## src/rtl/pfdm_pkg.sv

```systemverilog
// Shared types, codes and sizes of the PWM frequency and duty meter.
package pfdm_pkg;

   // Widths of the item fields
   localparam int StampWidth  = 32;
   localparam int ModeWidth   = 2;
   localparam int StatusWidth = 2;
   localparam int FreqWidth   = 27;
   localparam int DutyWidth   = 7;
   localparam int TicksWidth  = 32;
   localparam int TimeoutWidth = 32;

   // Configuration port
   localparam int CsrNumRegs    = 2;
   localparam int CsrIndexWidth = $clog2(CsrNumRegs);
   localparam int CsrDataWidth  = 32;
   localparam logic [CsrIndexWidth-1:0] CSR_TICK_RATE = CsrIndexWidth'(0);
   localparam logic [CsrIndexWidth-1:0] CSR_TIMEOUT   = CsrIndexWidth'(1);
   localparam logic [FreqWidth-1:0]     TickRateReset = FreqWidth'(1000000);
   localparam logic [TimeoutWidth-1:0]  TimeoutReset  = TimeoutWidth'(1000000);

   // Item modes
   localparam logic [ModeWidth-1:0] MODE_TICK  = 2'd0;
   localparam logic [ModeWidth-1:0] MODE_RISE  = 2'd1;
   localparam logic [ModeWidth-1:0] MODE_FALL  = 2'd2;
   localparam logic [ModeWidth-1:0] MODE_START = 2'd3;

   // Capture phases; a timeout reports the phase code as its status
   localparam logic [1:0] PH_IDLE  = 2'd0;
   localparam logic [1:0] PH_RISE1 = 2'd1;
   localparam logic [1:0] PH_FALL  = 2'd2;
   localparam logic [1:0] PH_RISE2 = 2'd3;

   // Result status codes
   localparam logic [StatusWidth-1:0] STATUS_OK          = 2'd0;
   localparam logic [StatusWidth-1:0] STATUS_TO_RISE1    = 2'd1;
   localparam logic [StatusWidth-1:0] STATUS_TO_FALL     = 2'd2;
   localparam logic [StatusWidth-1:0] STATUS_TO_RISE2    = 2'd3;

   // Duty scale and step counts of the back end
   localparam logic [DutyWidth-1:0] DutyScale = DutyWidth'(100);
   localparam int DutySteps  = 2 * DutyWidth;
   localparam int RunSteps   = (FreqWidth > DutySteps) ? FreqWidth : DutySteps;
   localparam int StepWidth  = $clog2(RunSteps);
   localparam int DutyIdxWidth = $clog2(DutyWidth);

   // Job queue between front and back
   localparam int QueueDepth = 2;
   localparam int QPtrWidth  = (QueueDepth > 1) ? $clog2(QueueDepth) : 1;
   localparam int QCntWidth  = $clog2(QueueDepth + 1);

   // One finished capture (or timeout) handed to the back end
   typedef struct packed {
      logic [StatusWidth-1:0] status;
      logic [StampWidth-1:0]  period;
      logic [StampWidth-1:0]  high;
   } job_type;

endpackage

```

## src/rtl/pfdm_req_if.sv

```systemverilog
// Request channel: mode and time stamp of one event item.
interface pfdm_req_if;
   logic                           valid;
   logic                           ready;
   logic [pfdm_pkg::ModeWidth-1:0] mode;
   logic [pfdm_pkg::TicksWidth-1:0] stamp;

   modport source (output valid, output mode, output stamp, input ready);
   modport sink   (input valid, input mode, input stamp, output ready);
endinterface

```

## src/rtl/pfdm_rsp_if.sv

```systemverilog
// Response channel: status, frequency, duty, period and high time of one item.
interface pfdm_rsp_if;
   logic                              valid;
   logic                              ready;
   logic [pfdm_pkg::StatusWidth-1:0]  status;
   logic [pfdm_pkg::FreqWidth-1:0]    freq_hz;
   logic [pfdm_pkg::DutyWidth-1:0]    duty_cycle;
   logic [pfdm_pkg::TicksWidth-1:0]   period_ticks;
   logic [pfdm_pkg::TicksWidth-1:0]   high_ticks;

   modport source (output valid, output status, output freq_hz, output duty_cycle,
                   output period_ticks, output high_ticks, input ready);
   modport sink   (input valid, input status, input freq_hz, input duty_cycle,
                   input period_ticks, input high_ticks, output ready);
endinterface

```

## src/rtl/pfdm_front.sv

```systemverilog
// Capture front end: phase sequencing, edge stamps, timeouts and job push.
module pfdm_front (
   input  logic                                 clock,
   input  logic                                 reset,
   input  logic                                 in_valid,
   input  logic [pfdm_pkg::ModeWidth-1:0]       in_mode,
   input  logic [pfdm_pkg::TicksWidth-1:0]      in_stamp,
   input  logic [pfdm_pkg::TimeoutWidth-1:0]    timeout_ticks,
   output logic                                 push,
   output pfdm_pkg::job_type                    push_job
);

   logic [1:0]                          phase_ff, phase_in;
   logic [pfdm_pkg::StampWidth-1:0]     rise_ff, rise_in;
   logic [pfdm_pkg::StampWidth-1:0]     high_ff, high_in;
   logic [pfdm_pkg::TimeoutWidth-1:0]   wait_ff, wait_in;
   logic [pfdm_pkg::StampWidth-1:0]     stamp;
   logic [pfdm_pkg::StampWidth-1:0]     period;
   logic [pfdm_pkg::TimeoutWidth-1:0]   wait_inc;

   assign stamp    = pfdm_pkg::StampWidth'(in_stamp);
   assign period   = stamp - rise_ff;
   assign wait_inc = wait_ff + 1'b1;

   // Advance the capture phase on each accepted item
   always_comb begin
      phase_in = phase_ff;
      rise_in  = rise_ff;
      high_in  = high_ff;
      wait_in  = wait_ff;
      push     = 1'b0;
      push_job = '0;
      if (in_valid) begin
         if (in_mode == pfdm_pkg::MODE_START) begin
            phase_in = pfdm_pkg::PH_RISE1;
            wait_in  = '0;
         end else if (phase_ff != pfdm_pkg::PH_IDLE) begin
            unique case (in_mode)
               pfdm_pkg::MODE_TICK: begin
                  wait_in = wait_inc;
                  if (wait_inc >= timeout_ticks) begin
                     // phase code doubles as the timeout status
                     push            = 1'b1;
                     push_job.status = phase_ff;
                     phase_in        = pfdm_pkg::PH_IDLE;
                     wait_in         = '0;
                  end
               end
               pfdm_pkg::MODE_RISE: begin
                  if (phase_ff == pfdm_pkg::PH_RISE1) begin
                     rise_in  = stamp;
                     phase_in = pfdm_pkg::PH_FALL;
                     wait_in  = '0;
                  end else if (phase_ff == pfdm_pkg::PH_RISE2) begin
                     push            = 1'b1;
                     push_job.status = pfdm_pkg::STATUS_OK;
                     push_job.period = period;
                     push_job.high   = (high_ff > period) ? period : high_ff;
                     phase_in        = pfdm_pkg::PH_IDLE;
                     wait_in         = '0;
                  end
               end
               pfdm_pkg::MODE_FALL: begin
                  if (phase_ff == pfdm_pkg::PH_FALL) begin
                     high_in  = stamp - rise_ff;
                     phase_in = pfdm_pkg::PH_RISE2;
                     wait_in  = '0;
                  end
               end
               default: begin
                  phase_in = phase_ff;
               end
            endcase
         end
      end
   end

   always_ff @(posedge clock) begin
      if (reset) begin
         phase_ff <= pfdm_pkg::PH_IDLE;
         wait_ff  <= '0;
         rise_ff  <= '0;
         high_ff  <= '0;
      end else begin
         phase_ff <= phase_in;
         wait_ff  <= wait_in;
         rise_ff  <= rise_in;
         high_ff  <= high_in;
      end
   end

endmodule

```

## src/rtl/pfdm_queue.sv

```systemverilog
// Small job queue in flip-flops between the front and back ends.
module pfdm_queue (
   input  logic              clock,
   input  logic              reset,
   input  logic              push,
   input  pfdm_pkg::job_type push_job,
   input  logic              pop,
   output logic              full,
   output logic              not_empty,
   output pfdm_pkg::job_type head
);

   pfdm_pkg::job_type                   slot_ff [pfdm_pkg::QueueDepth];
   logic [pfdm_pkg::QPtrWidth-1:0]      wr_ff, wr_in;
   logic [pfdm_pkg::QPtrWidth-1:0]      rd_ff, rd_in;
   logic [pfdm_pkg::QCntWidth-1:0]      cnt_ff, cnt_in;

   localparam logic [pfdm_pkg::QPtrWidth-1:0] LastPtr =
      pfdm_pkg::QPtrWidth'(pfdm_pkg::QueueDepth - 1);

   assign full      = (cnt_ff == pfdm_pkg::QCntWidth'(pfdm_pkg::QueueDepth));
   assign not_empty = (cnt_ff != '0);
   assign head      = slot_ff[rd_ff];

   // Advance pointers and fill count
   always_comb begin
      wr_in  = wr_ff;
      rd_in  = rd_ff;
      cnt_in = cnt_ff;
      if (push) begin
         wr_in = (wr_ff == LastPtr) ? '0 : wr_ff + 1'b1;
      end
      if (pop) begin
         rd_in = (rd_ff == LastPtr) ? '0 : rd_ff + 1'b1;
      end
      if (push && !pop) begin
         cnt_in = cnt_ff + 1'b1;
      end else if (pop && !push) begin
         cnt_in = cnt_ff - 1'b1;
      end
   end

   always_ff @(posedge clock) begin
      if (reset) begin
         wr_ff  <= '0;
         rd_ff  <= '0;
         cnt_ff <= '0;
      end else begin
         wr_ff  <= wr_in;
         rd_ff  <= rd_in;
         cnt_ff <= cnt_in;
      end
   end

   // Store the pushed job
   always_ff @(posedge clock) begin
      if (push) begin
         slot_ff[wr_ff] <= push_job;
      end
   end

endmodule

```

## src/rtl/pfdm_back.sv

```systemverilog
// Result back end: iterative frequency and duty division, result register.
module pfdm_back (
   input  logic                             clock,
   input  logic                             reset,
   input  logic                             job_avail,
   input  pfdm_pkg::job_type                job,
   output logic                             pop,
   input  logic [pfdm_pkg::FreqWidth-1:0]   tick_rate_hz,
   pfdm_rsp_if.source                       rsp
);

   localparam logic [1:0] ST_IDLE = 2'd0;
   localparam logic [1:0] ST_RUN  = 2'd1;
   localparam logic [1:0] ST_HOLD = 2'd2;

   localparam int SW = pfdm_pkg::StampWidth;
   localparam int FW = pfdm_pkg::FreqWidth;
   localparam int DW = pfdm_pkg::DutyWidth;
   localparam logic [pfdm_pkg::StepWidth-1:0] LastStep =
      pfdm_pkg::StepWidth'(pfdm_pkg::RunSteps - 1);
   localparam logic [pfdm_pkg::StepWidth-1:0] DutyEnd =
      pfdm_pkg::StepWidth'(pfdm_pkg::DutySteps);
   localparam logic [pfdm_pkg::DutyIdxWidth-1:0] DutyTop =
      pfdm_pkg::DutyIdxWidth'(DW - 1);

   logic [1:0]                          state_ff, state_in;
   logic [pfdm_pkg::StepWidth-1:0]      step_ff, step_in;
   logic [pfdm_pkg::StatusWidth-1:0]    status_ff, status_in;
   logic [SW-1:0]                       per_ff, per_in;
   logic [SW-1:0]                       hi_ff, hi_in;
   logic [FW-1:0]                       quo_ff, quo_in;
   logic [SW-1:0]                       rem_ff, rem_in;
   logic [DW-1:0]                       dq_ff, dq_in;
   logic [SW-1:0]                       dr_ff, dr_in;

   logic [SW:0]                         trial;
   logic                                trial_ge;
   logic [SW-1:0]                       dbl_gap;
   logic [SW-1:0]                       add_gap;
   logic                                dbl_ge;
   logic                                add_ge;
   logic [pfdm_pkg::DutyIdxWidth-1:0]   duty_bit;

   // Frequency: one restoring quotient bit per step
   assign trial    = {rem_ff, quo_ff[FW-1]};
   assign trial_ge = (trial >= {1'b0, per_ff});

   // Duty: doubling on even steps, adding high time on odd steps for set scale bits
   assign dbl_gap  = per_ff - dr_ff;
   assign add_gap  = per_ff - hi_ff;
   assign dbl_ge   = (dr_ff >= dbl_gap);
   assign add_ge   = (dr_ff >= add_gap);
   assign duty_bit = DutyTop - step_ff[pfdm_pkg::DutyIdxWidth:1];

   assign pop = (state_ff == ST_IDLE) && job_avail;

   always_comb begin
      state_in  = state_ff;
      step_in   = step_ff;
      status_in = status_ff;
      per_in    = per_ff;
      hi_in     = hi_ff;
      quo_in    = quo_ff;
      rem_in    = rem_ff;
      dq_in     = dq_ff;
      dr_in     = dr_ff;
      unique case (state_ff)
         ST_IDLE: begin
            // load the next job; skip division for timeouts and zero period
            if (job_avail) begin
               status_in = job.status;
               per_in    = job.period;
               hi_in     = job.high;
               step_in   = '0;
               rem_in    = '0;
               dq_in     = '0;
               dr_in     = '0;
               if ((job.status != pfdm_pkg::STATUS_OK) || (job.period == '0)) begin
                  quo_in   = '0;
                  state_in = ST_HOLD;
               end else begin
                  quo_in   = tick_rate_hz;
                  state_in = ST_RUN;
               end
            end
         end
         ST_RUN: begin
            if (step_ff < pfdm_pkg::StepWidth'(FW)) begin
               quo_in = {quo_ff[FW-2:0], trial_ge};
               rem_in = trial_ge ? SW'(trial - {1'b0, per_ff}) : trial[SW-1:0];
            end
            if (step_ff < DutyEnd) begin
               if (!step_ff[0]) begin
                  dq_in = {dq_ff[DW-2:0], dbl_ge};
                  dr_in = dbl_ge ? (dr_ff - dbl_gap) : {dr_ff[SW-2:0], 1'b0};
               end else if (pfdm_pkg::DutyScale[duty_bit]) begin
                  dq_in = dq_ff + DW'(add_ge);
                  dr_in = add_ge ? (dr_ff - add_gap) : (dr_ff + hi_ff);
               end
            end
            step_in = step_ff + 1'b1;
            if (step_ff == LastStep) begin
               state_in = ST_HOLD;
            end
         end
         ST_HOLD: begin
            if (rsp.ready) begin
               state_in = ST_IDLE;
            end
         end
         default: begin
            state_in = ST_IDLE;
         end
      endcase
   end

   always_ff @(posedge clock) begin
      if (reset) begin
         state_ff <= ST_IDLE;
      end else begin
         state_ff <= state_in;
      end
   end

   always_ff @(posedge clock) begin
      step_ff   <= step_in;
      status_ff <= status_in;
      per_ff    <= per_in;
      hi_ff     <= hi_in;
      quo_ff    <= quo_in;
      rem_ff    <= rem_in;
      dq_ff     <= dq_in;
      dr_ff     <= dr_in;
   end

   // Drive the result from its registers
   assign rsp.valid        = (state_ff == ST_HOLD);
   assign rsp.status       = status_ff;
   assign rsp.freq_hz      = quo_ff;
   assign rsp.duty_cycle   = dq_ff;
   assign rsp.period_ticks = pfdm_pkg::TicksWidth'(per_ff);
   assign rsp.high_ticks   = pfdm_pkg::TicksWidth'(hi_ff);

   // Duty never exceeds full scale
   a_duty_range: assert property (@(posedge clock) disable iff (reset)
      rsp.valid |-> (rsp.duty_cycle <= pfdm_pkg::DutyScale))
      else $error("duty above full scale");

   // High time is clamped to the period
   a_high_clamp: assert property (@(posedge clock) disable iff (reset)
      rsp.valid |-> (rsp.high_ticks <= rsp.period_ticks))
      else $error("high time above period");

   // Timeout results carry no measurement
   a_timeout_zero: assert property (@(posedge clock) disable iff (reset)
      (rsp.valid && (rsp.status != pfdm_pkg::STATUS_OK)) |->
      ((rsp.freq_hz == '0) && (rsp.duty_cycle == '0) && (rsp.period_ticks == '0)))
      else $error("timeout result carries data");

   // A job is taken only when the back end is free
   a_pop_idle: assert property (@(posedge clock) disable iff (reset)
      pop |=> (state_ff == ST_RUN || state_ff == ST_HOLD))
      else $error("job popped without starting");

endmodule

```

## src/rtl/pwm_frequency_duty_meter_unit.sv

```systemverilog
// Top level of the PWM frequency and duty meter: registers, front, queue, back.
//
//   channel  | dir | handshake        | payload
//   req_ch   | in  | valid / ready    | mode, stamp
//   rsp_ch   | out | valid / ready    | status, freq_hz, duty_cycle, period_ticks,
//            |     |                  | high_ticks
//   csr_*    | in  | csr_we           | csr_index, csr_wdata
//
// The front end takes one item per cycle while the job queue has room.
// A finished capture is loaded, then runs RunSteps (27) steps in the shared divider of the
// back end before its result is held; timeouts and zero periods skip the steps.
// Reset is synchronous and clears phase, queue and result state; registers
// return to 1000000. A stalled result holds the back end, which stalls the queue,
// which then lowers req_ch.ready.
module pwm_frequency_duty_meter_unit (
   input  logic                                 clock,
   input  logic                                 reset,
   pfdm_req_if.sink                             req_ch,
   pfdm_rsp_if.source                           rsp_ch,
   input  logic                                 csr_we,
   input  logic [pfdm_pkg::CsrIndexWidth-1:0]   csr_index,
   input  logic [pfdm_pkg::CsrDataWidth-1:0]    csr_wdata
);

   logic [pfdm_pkg::FreqWidth-1:0]     tick_rate_ff;
   logic [pfdm_pkg::TimeoutWidth-1:0]  timeout_ff;
   logic                               q_full;
   logic                               q_not_empty;
   logic                               push;
   logic                               pop;
   pfdm_pkg::job_type                  push_job;
   pfdm_pkg::job_type                  head_job;

   // Hold the configuration registers
   always_ff @(posedge clock) begin
      if (reset) begin
         tick_rate_ff <= pfdm_pkg::TickRateReset;
         timeout_ff   <= pfdm_pkg::TimeoutReset;
      end else if (csr_we) begin
         unique case (csr_index)
            pfdm_pkg::CSR_TICK_RATE: tick_rate_ff <= csr_wdata[pfdm_pkg::FreqWidth-1:0];
            pfdm_pkg::CSR_TIMEOUT:   timeout_ff   <= pfdm_pkg::TimeoutWidth'(csr_wdata);
            default: begin
               timeout_ff <= timeout_ff;
            end
         endcase
      end
   end

   // Accept items while the queue has room
   assign req_ch.ready = !q_full;

   pfdm_front u_front (
      .clock         (clock),
      .reset         (reset),
      .in_valid      (req_ch.valid && !q_full),
      .in_mode       (req_ch.mode),
      .in_stamp      (req_ch.stamp),
      .timeout_ticks (timeout_ff),
      .push          (push),
      .push_job      (push_job)
   );

   pfdm_queue u_queue (
      .clock     (clock),
      .reset     (reset),
      .push      (push),
      .push_job  (push_job),
      .pop       (pop),
      .full      (q_full),
      .not_empty (q_not_empty),
      .head      (head_job)
   );

   pfdm_back u_back (
      .clock        (clock),
      .reset        (reset),
      .job_avail    (q_not_empty),
      .job          (head_job),
      .pop          (pop),
      .tick_rate_hz (tick_rate_ff),
      .rsp          (rsp_ch)
   );

endmodule

```

## src/flat_wrapper.sv

```systemverilog
// flat-port wrapper written by rule: the top's interface ports become plain ports
module pwm_frequency_duty_meter_unit_flat 
  (clock, reset, csr_we, csr_index, csr_wdata, req_ch_valid, req_ch_mode, req_ch_stamp, req_ch_ready, rsp_ch_valid, rsp_ch_status, rsp_ch_freq_hz, rsp_ch_duty_cycle, rsp_ch_period_ticks, rsp_ch_high_ticks, rsp_ch_ready);
  pfdm_req_if req_ch_i ();
  pfdm_rsp_if rsp_ch_i ();
  input  logic clock;
  input  logic reset;
  input  logic csr_we;
  input  logic [pfdm_pkg::CsrIndexWidth-1:0] csr_index;
  input  logic [pfdm_pkg::CsrDataWidth-1:0] csr_wdata;
  input wire logic [$bits(req_ch_i.valid)-1:0] req_ch_valid;
  input wire logic [$bits(req_ch_i.mode)-1:0] req_ch_mode;
  input wire logic [$bits(req_ch_i.stamp)-1:0] req_ch_stamp;
  output wire logic [$bits(req_ch_i.ready)-1:0] req_ch_ready;
  output wire logic [$bits(rsp_ch_i.valid)-1:0] rsp_ch_valid;
  output wire logic [$bits(rsp_ch_i.status)-1:0] rsp_ch_status;
  output wire logic [$bits(rsp_ch_i.freq_hz)-1:0] rsp_ch_freq_hz;
  output wire logic [$bits(rsp_ch_i.duty_cycle)-1:0] rsp_ch_duty_cycle;
  output wire logic [$bits(rsp_ch_i.period_ticks)-1:0] rsp_ch_period_ticks;
  output wire logic [$bits(rsp_ch_i.high_ticks)-1:0] rsp_ch_high_ticks;
  input wire logic [$bits(rsp_ch_i.ready)-1:0] rsp_ch_ready;
  assign req_ch_i.valid = req_ch_valid;
  assign req_ch_i.mode = req_ch_mode;
  assign req_ch_i.stamp = req_ch_stamp;
  assign req_ch_ready = req_ch_i.ready;
  assign rsp_ch_valid = rsp_ch_i.valid;
  assign rsp_ch_status = rsp_ch_i.status;
  assign rsp_ch_freq_hz = rsp_ch_i.freq_hz;
  assign rsp_ch_duty_cycle = rsp_ch_i.duty_cycle;
  assign rsp_ch_period_ticks = rsp_ch_i.period_ticks;
  assign rsp_ch_high_ticks = rsp_ch_i.high_ticks;
  assign rsp_ch_i.ready = rsp_ch_ready;
  pwm_frequency_duty_meter_unit u_core (.clock(clock), .reset(reset), .req_ch(req_ch_i), .rsp_ch(rsp_ch_i), .csr_we(csr_we), .csr_index(csr_index), .csr_wdata(csr_wdata));
endmodule
```

## config.mk

```make
export PLATFORM = sky130hd
export DESIGN_NAME = pwm_frequency_duty_meter_unit_flat
export DESIGN_NICKNAME = d
export VERILOG_FILES = /design/src/rtl/pfdm_pkg.sv /design/src/rtl/pfdm_req_if.sv /design/src/rtl/pfdm_rsp_if.sv /design/src/rtl/pfdm_front.sv /design/src/rtl/pfdm_queue.sv /design/src/rtl/pfdm_back.sv /design/src/rtl/pwm_frequency_duty_meter_unit.sv /design/src/flat_wrapper.sv
export SDC_FILE = /design/constraint.sdc
export NUM_CORES = 1
export LEC_CHECK = 0
export BUFFER_PORTS_ARGS = -buffer_cell sky130_fd_sc_hd__buf_2
export CORE_MARGIN = 4
export CORE_UTILIZATION = 31
export DETAILED_ROUTE_END_ITERATION = 16
export SYNTH_ARGS = -nofsm -noshare
export SYNTH_HDL_FRONTEND = slang
export SYNTH_HIERARCHICAL = 1
export SYNTH_SLANG_ARGS = --single-unit
```

## constraint.sdc

```tcl
create_clock -name clock -period 8 [get_ports clock]
set_clock_uncertainty 0.1 [all_clocks]
set_input_delay 2.4 -clock clock [delete_from_list [all_inputs] [get_ports clock]]
set_output_delay 2.4 -clock clock [all_outputs]
set_load 0.005 [all_outputs]
```

### Word level (Yosys, flattened, before mapping)

Memories as Yosys holds them, arrays and structs flattened. A register that Yosys moved wholly into a read port is not among the register bits.
Cells that the tools add are included.
W data, S select, Z words.

| word-level totals | value |
|---|---|
| word-level logic and storage cells | 158 |
| ROM bits | 8 |
| flip-flop bits (word level) | 332 |
| memories | 2 |
| bits in latches | 0 |
| input bits | 72 |
| RAM bits | 132 |
| output and inout port bits | 102 |

| operators by class | value |
|---|---|
| reduce and logical (&&, ||, !) cells | 29 |
| multiply operators | 0 |
| $add $sub $neg | 15 |
| equal/unequal tests | 19 |
| div/mod/pow operators | 0 |
| bitwise gates (word level) | 2 |
| shift-type cells | 0 |
| multiplexer cells | 65 |
| order comparisons | 8 |

Memories:

| memory | depth | width | rd ports | clocked after Yosys merged registers in | wr ports | line | source |
|---|---|---|---|---|---|---|---|
| u_core.u_queue.slot_ff | 2 | 66 | 1 | 1 | 1 | pfdm_queue.sv:13 | `pfdm_pkg::job_type slot_ff [pfdm_pkg::QueueDepth];` |
| (name not given) | 8 | 1 | 1 | 0 | 0 | pfdm_back.sv:96 | `end else if (pfdm_pkg::DutyScale[duty_bit]) begin` |

Operator list:

| operator | count |
|---|---|
| $mux W32 | 15 |
| $mux W66 | 3 |
| $mux W64 | 3 |
| $sub A32 B32 Y32 | 6 |
| $pmux W32 S2 | 2 |
| $ge A32 B32 Y1 | 3 |
| $pmux W32 S3 | 1 |
| $mux W27 | 3 |
| $pmux W27 S2 | 1 |
| $ge A33 B32 Y1 | 1 |
| $add A32 B1 Y32 const B | 1 |
| $add A32 B32 Y32 | 1 |
| $gt A32 B32 Y1 | 1 |
| $logic_not A32 Y1 | 1 |
| $mux W7 | 4 |
| $mux W2 | 13 |
| $reduce_and A5 Y1 | 3 |
| $pmux W7 S2 | 1 |
| $mux W1 | 13 |
| $eq A2 B2 Y1 const B | 6 |
| $pmux W2 S3 | 2 |
| $reduce_bool A2 Y1 | 6 |
| $pmux W5 S2 | 1 |
| $ne A3 B3 Y1 const B | 3 |
| other kinds (27) | 44 |

### Longest topological paths before layout

| depth | value |
|---|---|
| word-level depth | 11 |
| depth in mapped cells | 29 |
| mapped depth without buffers | 27 |

### Cells and area by module

The synthesis kept the hierarchy.

By module, submodules not included:

| module | instances | cells an instance | sequential area each (µm²) | area an instance (µm²) |
|---|---|---|---|---|
| pfdm_back | 1 | 1997 | 5114.9 | 17214.0 |
| pfdm_front | 1 | 1150 | 1961.9 | 8261.7 |
| pfdm_queue | 1 | 227 | 4063.9 | 4983.5 |
| pwm_frequency_duty_meter_unit | 1 | 235 | 1181.1 | 2518.7 |

### Worst setup path before layout

No wires, ideal clock.

| path | value |
|---|---|
| path kind | reg-to-reg |
| from | register u_core/u_front/wait_ff[2] in the netlist's numbering |
| to | memory u_core/u_queue/slot_ff[0][0] in the netlist's numbering (enable) |
| path buffers | 1 |
| arrival time | 6549 ps |
| cell stages (with the launch flop) | 20 |
| setup slack | 853 ps |
| data required time | 7402 ps |
| clock period less this slack | 7147 ps |
| path through | dfxtp_1 > and3_1 > and3_1 > nand2_1 > or3_1 > clkbuf_1 > or2_2 > nor2_1 > nand2_1 > xnor2_1 > ha_1 > nand4_1 > nor3_1 > a221o_1 > a31oi_1 > nand2b_1 > a21boi_0 > and3_1 > o21bai_1 > nor2b_1 |

| between the ends | value |
|---|---|
| word-level cells in the longest chain between the ends | 9 |

RTL lines:

| item | line | source |
|---|---|---|
| start, declared | pfdm_front.sv:16 | `logic [pfdm_pkg::TimeoutWidth-1:0] wait_ff, wait_in;` |
| start signal, assigned | pfdm_front.sv:86 | `wait_ff <= wait_in;` |
| $add A32 B1 Y32 | pfdm_front.sv:23 | `assign wait_inc = wait_ff + 1'b1;` |
| $ge A32 B32 Y1 | pfdm_front.sv:41 | `if (wait_inc >= timeout_ticks) begin` |
| $mux W1 | pfdm_front.sv:41 |  |
| $pmux W1 S2 | pfdm_front.sv:38 | `unique case (in_mode)` |
| $mux W1 | pfdm_front.sv:37 | `end else if (phase_ff != pfdm_pkg::PH_IDLE) begin` |
| $mux W1 | pfdm_front.sv:34 | `if (in_mode == pfdm_pkg::MODE_START) begin` |
| $mux W1 | pfdm_front.sv:33 | `if (in_valid) begin` |
| named net u_core.push | pwm_frequency_duty_meter_unit.sv:29 | `logic push;` |
| $mux W1 | pfdm_queue.sv:57 | `if (push) begin` |
| $mux W1 (implied by the code) | pfdm_queue.sv:58 | `slot_ff[wr_ff] <= push_job;` |
| end, declared | pfdm_queue.sv:13 |  |

The timed path passes the listed nets, and every way through them passes these cells.

### Final worst setup path

| path | value |
|---|---|
| from | register u_core.u_back.per_ff[0] (netlist: u_core/u_back/rsp.period_ticks[0]) |
| to | register u_core.u_back.dr_ff[31], data pin |

| between the ends | value |
|---|---|
| word-level cells in the longest chain between the ends | 7 |

RTL lines:

| item | line | source |
|---|---|---|
| start, declared | pfdm_back.sv:29 | `logic [SW-1:0] per_ff, per_in;` |
| start signal, assigned | pfdm_back.sv:128 | `per_ff <= per_in;` |
| $sub A32 B32 Y32 | pfdm_back.sv:50 | `assign add_gap = per_ff - hi_ff;` |
| $sub A32 B32 Y32 / $ge A32 B32 Y1 (equally long branches) | pfdm_back.sv:98, pfdm_back.sv:52 |  |
| $mux W32 | pfdm_back.sv:98 | `dr_in = add_ge ? (dr_ff - add_gap) : (dr_ff + hi_ff);` |
| $mux W32 | pfdm_back.sv:96 |  |
| $mux W32 (*) | pfdm_back.sv:93 | `if (!step_ff[0]) begin` |
| $mux W32 (*) | pfdm_back.sv:92 | `if (step_ff < DutyEnd) begin` |
| $pmux W32 S2 (*) | pfdm_back.sv:67 | `unique case (state_ff)` |
| end signal, assigned | pfdm_back.sv:133 | `dr_ff <= dr_in;` |
| end, declared | pfdm_back.sv:34 | `logic [SW-1:0] dr_ff, dr_in;` |

Every way passes the cells marked *; elsewhere a longest branch is shown, timed or not. The select of a mux whose other input is x is not followed.
A chain may end at the register's enable or synchronous reset.

==> flow_summary.ini <==
[status]
status = finished, final reports clean

[sta]
slew_headroom_pct = 27.8
slew_viol_final = 0
hold_violations = 0
worst_pin_slew_ns = 1.07
fin_setup_tns_ns = 0
rsz0062_at_grt = false
post-route-period-util_pct = 87.2
setup_viol = 0
fin_crit_ns = 6.98
max_clock_freq_mhz = 143

[final_layout]
fillerInstances = 10800
areaGrowthSynthToFinish_pct = 12.4
seq_area_sq_um = 12300
final_nets = 4119
layout-drive-gt1-share_pct = 11.8
multi_input_area_sq_um = 19000

[route]
drt-pass1-iter-count = 8
avgViaCountPerCell = 5.19
drc_errors = 0
wl_um = 96700
drt-initial-drc-count = 1998
routed-via-count = 26900
postRouteAntennaNets = 0
wl_per_cell_um = 18.7

[synthesis]
yosysSeqAreaShare_pct = 37.4
synth_mux_area_share_pct = 5.54
synth_top_family_by_area = compound AO/OA/AOI/OAI gates
synth_area_leader_cell = edfxtp_1
synth-edff-count = 301
postSynthAreaPerCell_sq_um = 9.14
yosys_most_used_dff = edfxtp_1
synth_cells = 3609
synth_top_area_share_pct = 27.4
synth_area_sq_um = 33000
yosys.area_share.adder_pct = 11.5
yosys-top-cells-area = edfxtp_1, ha_1, dfxtp_1
yosys.area_share.simple_pct = 15.8
synth.net_count = 3980
ys_ff_latch = 465
synth_cell_type_count = 99
synth-xor-area-share_pct = 6.00
async_flop_share_pct = 0
yosysWarningCount = 6
synth_compound_area_share_pct = 18.6

[hold_path]
hp-class = register to register

[placement]
hpwl_um = 73700
io_buffers = 173
gp_congestion = 0.916

[die]
die_area_sq_um = 112000
initial_core_util_pct = 31.3
die_y_um = 334
die_x_um = 334
std_cell_rows = 119
core_sq_um = 105000
io_pins = 174

[clock_tree]
clk_latency_ns = 0.61
cts_tree = built
clk_pin_slew_ns = 0.07
cts_hold_buf = 0
cts-root-buf = clkbuf_16
clock_path_buffers = 3
cts.sinks = 465
htree_levels = 2
postCtsSetupBuffers = 0
cts_buffers = 53
ctsResizeCount = 0

[worst_setup_path]
cp_num_buf_inv = 3
cp.arrival_ns = 7.23
path_cells = inv_1, ha_1, inv_1, fa_1, a21o_1, a211oi_1, o41a_1, o21ai_1, a2111o_1, and2_1, a21o_1, a21oi_1, xor2_1, ha_1, nand4_1, or4_1, a31oi_1, o21ai_1, o21ai_4, buf_4, nor2_1, nand3_1, mux2i_1, or4_1
cp.required_ns = 8.25
startpoint_type = register
cpMaxStageDelayCell = or4_1
crit_family = compound AO/OA/AOI/OAI gates
path_class = register to register
endpoint_kind = register
critPathMaxStageDelay_ns = 0.54
critPathMaxFanout = 14

[grt]
grt.overflow.total = 0
grt_usage_pct = 16.6
grt_max_degree = 68
grt_pass1_vias = 25300
antenna_found_initial = 4
grt_first_pass_wirelength_um = 148000

[job]
cap_violations = 0
layout by cell type, fill, tap and decap left out, types with 42 or more instances in the layout:
cell type,n
inv_1,267
mux2_2,72
buf_4,42
xnor2_1,131
xor2_1,95
a21o_1,116
o21ai_0,156
nand3_1,62
edfxtp_1,301
a21oi_1,310
ha_1,292
buf_2,172
a211oi_1,69
mux2i_1,97
nor2_1,260
nand2b_1,112
dfxtp_1,163
clkbuf_16,53
nand2_1,391
synthesized netlist by cell type, types with 69 or more instances:
library cell / count
a211oi_1: 69
clkbuf_1: 96
xnor2_1: 131
nand2b_1: 113
ha_1: 292
mux2i_1: 97
edfxtp_1: 301
a21oi_1: 310
mux2_2: 72
inv_1: 268
xor2_1: 95
a21o_1: 116
nor2_1: 261
nand2_1: 392
o21ai_0: 157
dfxtp_1: 164
metrics by stage:
step           util [%]  hold slack (ns)  instance area [sq um]  setup slack [ns]  std cells
2_1_floorplan         -            0.334                  33000             0.853       3609
4_1_cts            35.1            0.355                  37000             0.981       5183
3_3_place_gp       33.5            0.342                  35300             0.484       5084
3_5_place_dp       33.5            0.346                  35300             0.380       5084
6_report           35.1            0.353                  37100              1.02       5184
5_1_grt            35.1            0.371                  37000             0.704       5183
area by class of cell:
class                      count  share of cell area, %
inverter                     268                   2.72
sequential                   465                   33.3
clock buffer                  58                   3.66
timing repair buffer         215                   3.23
antenna                        1                0.00675
tap                         1391                   4.70
clock inverter                41                   1.07
multi-input combinational   2745                   51.4
worst register-to-register path: cells and delay by family (launching register included):
kind / cells / cell delay [ns]
XOR/XNOR: 1 / 0.11
AO/OA/AOI/OAI: 10 / 2.75
flip-flops: 1 / 0.50
multiplexers: 1 / 0.07
buffers and inverters: 3 / 0.47
AND/OR/NAND/NOR: 6 / 1.68
adder cells (fa/ha/maj): 3 / 1.05
state kept, by name, summed over array words and instances (netlist names), 5 cells and up, named ones only:
signal,flops
u_core/u_queue/slot_ff,132
u_core/timeout_ff,32
u_core/u_back/dr_ff,32
u_core/u_back/rem_ff,32
u_core/u_back/rsp.high_ticks,32
u_core/u_back/rsp.period_ticks,32
u_core/u_front/high_ff,32
u_core/u_front/rise_ff,32
u_core/u_front/wait_ff,32
u_core/tick_rate_ff,27
u_core/u_back/rsp.freq_hz,27
u_core/u_back/rsp.duty_cycle,7
u_core/u_back/step_ff,5
cell families after synthesis:
group | Yosys count
compound gates | 950
xor+xnor | 226
fa+ha+maj | 300
buf+inv | 399
flops | 465
mux | 172
simple gates | 1097
metal layers:
layer	global-route usage, %	vias up	routed length (um)
met5	0	-	44
met4	3.34	6	1660
met3	2.59	109	5390
met2	26.3	673	42800
met1	24.1	12800	46800
li1	-	13300	-
worst paths after layout:
kind | depth (start not counted) | from | to | slack (ns)
max reg2reg | 24 | u_core/u_back/rsp.period_ticks[0]$_DFFE_PP_ | u_core/u_back/dr_ff[31]$_SDFFCE_PN0P_ | 1.02
min | 2 | u_core/u_front/rise_ff[18]$_SDFFE_PP0P_ | u_core/u_front/rise_ff[18]$_SDFFE_PP0P_ | 0.35
max | 24 | u_core/u_back/rsp.period_ticks[0]$_DFFE_PP_ | u_core/u_back/dr_ff[31]$_SDFFCE_PN0P_ | 1.02
min reg2reg | 2 | u_core/u_front/rise_ff[18]$_SDFFE_PP0P_ | u_core/u_front/rise_ff[18]$_SDFFE_PP0P_ | 0.35
Power is left out: the tool's default activity adds up to more than one toggle a clock period on the data nets, which glitch-free logic cannot reach.
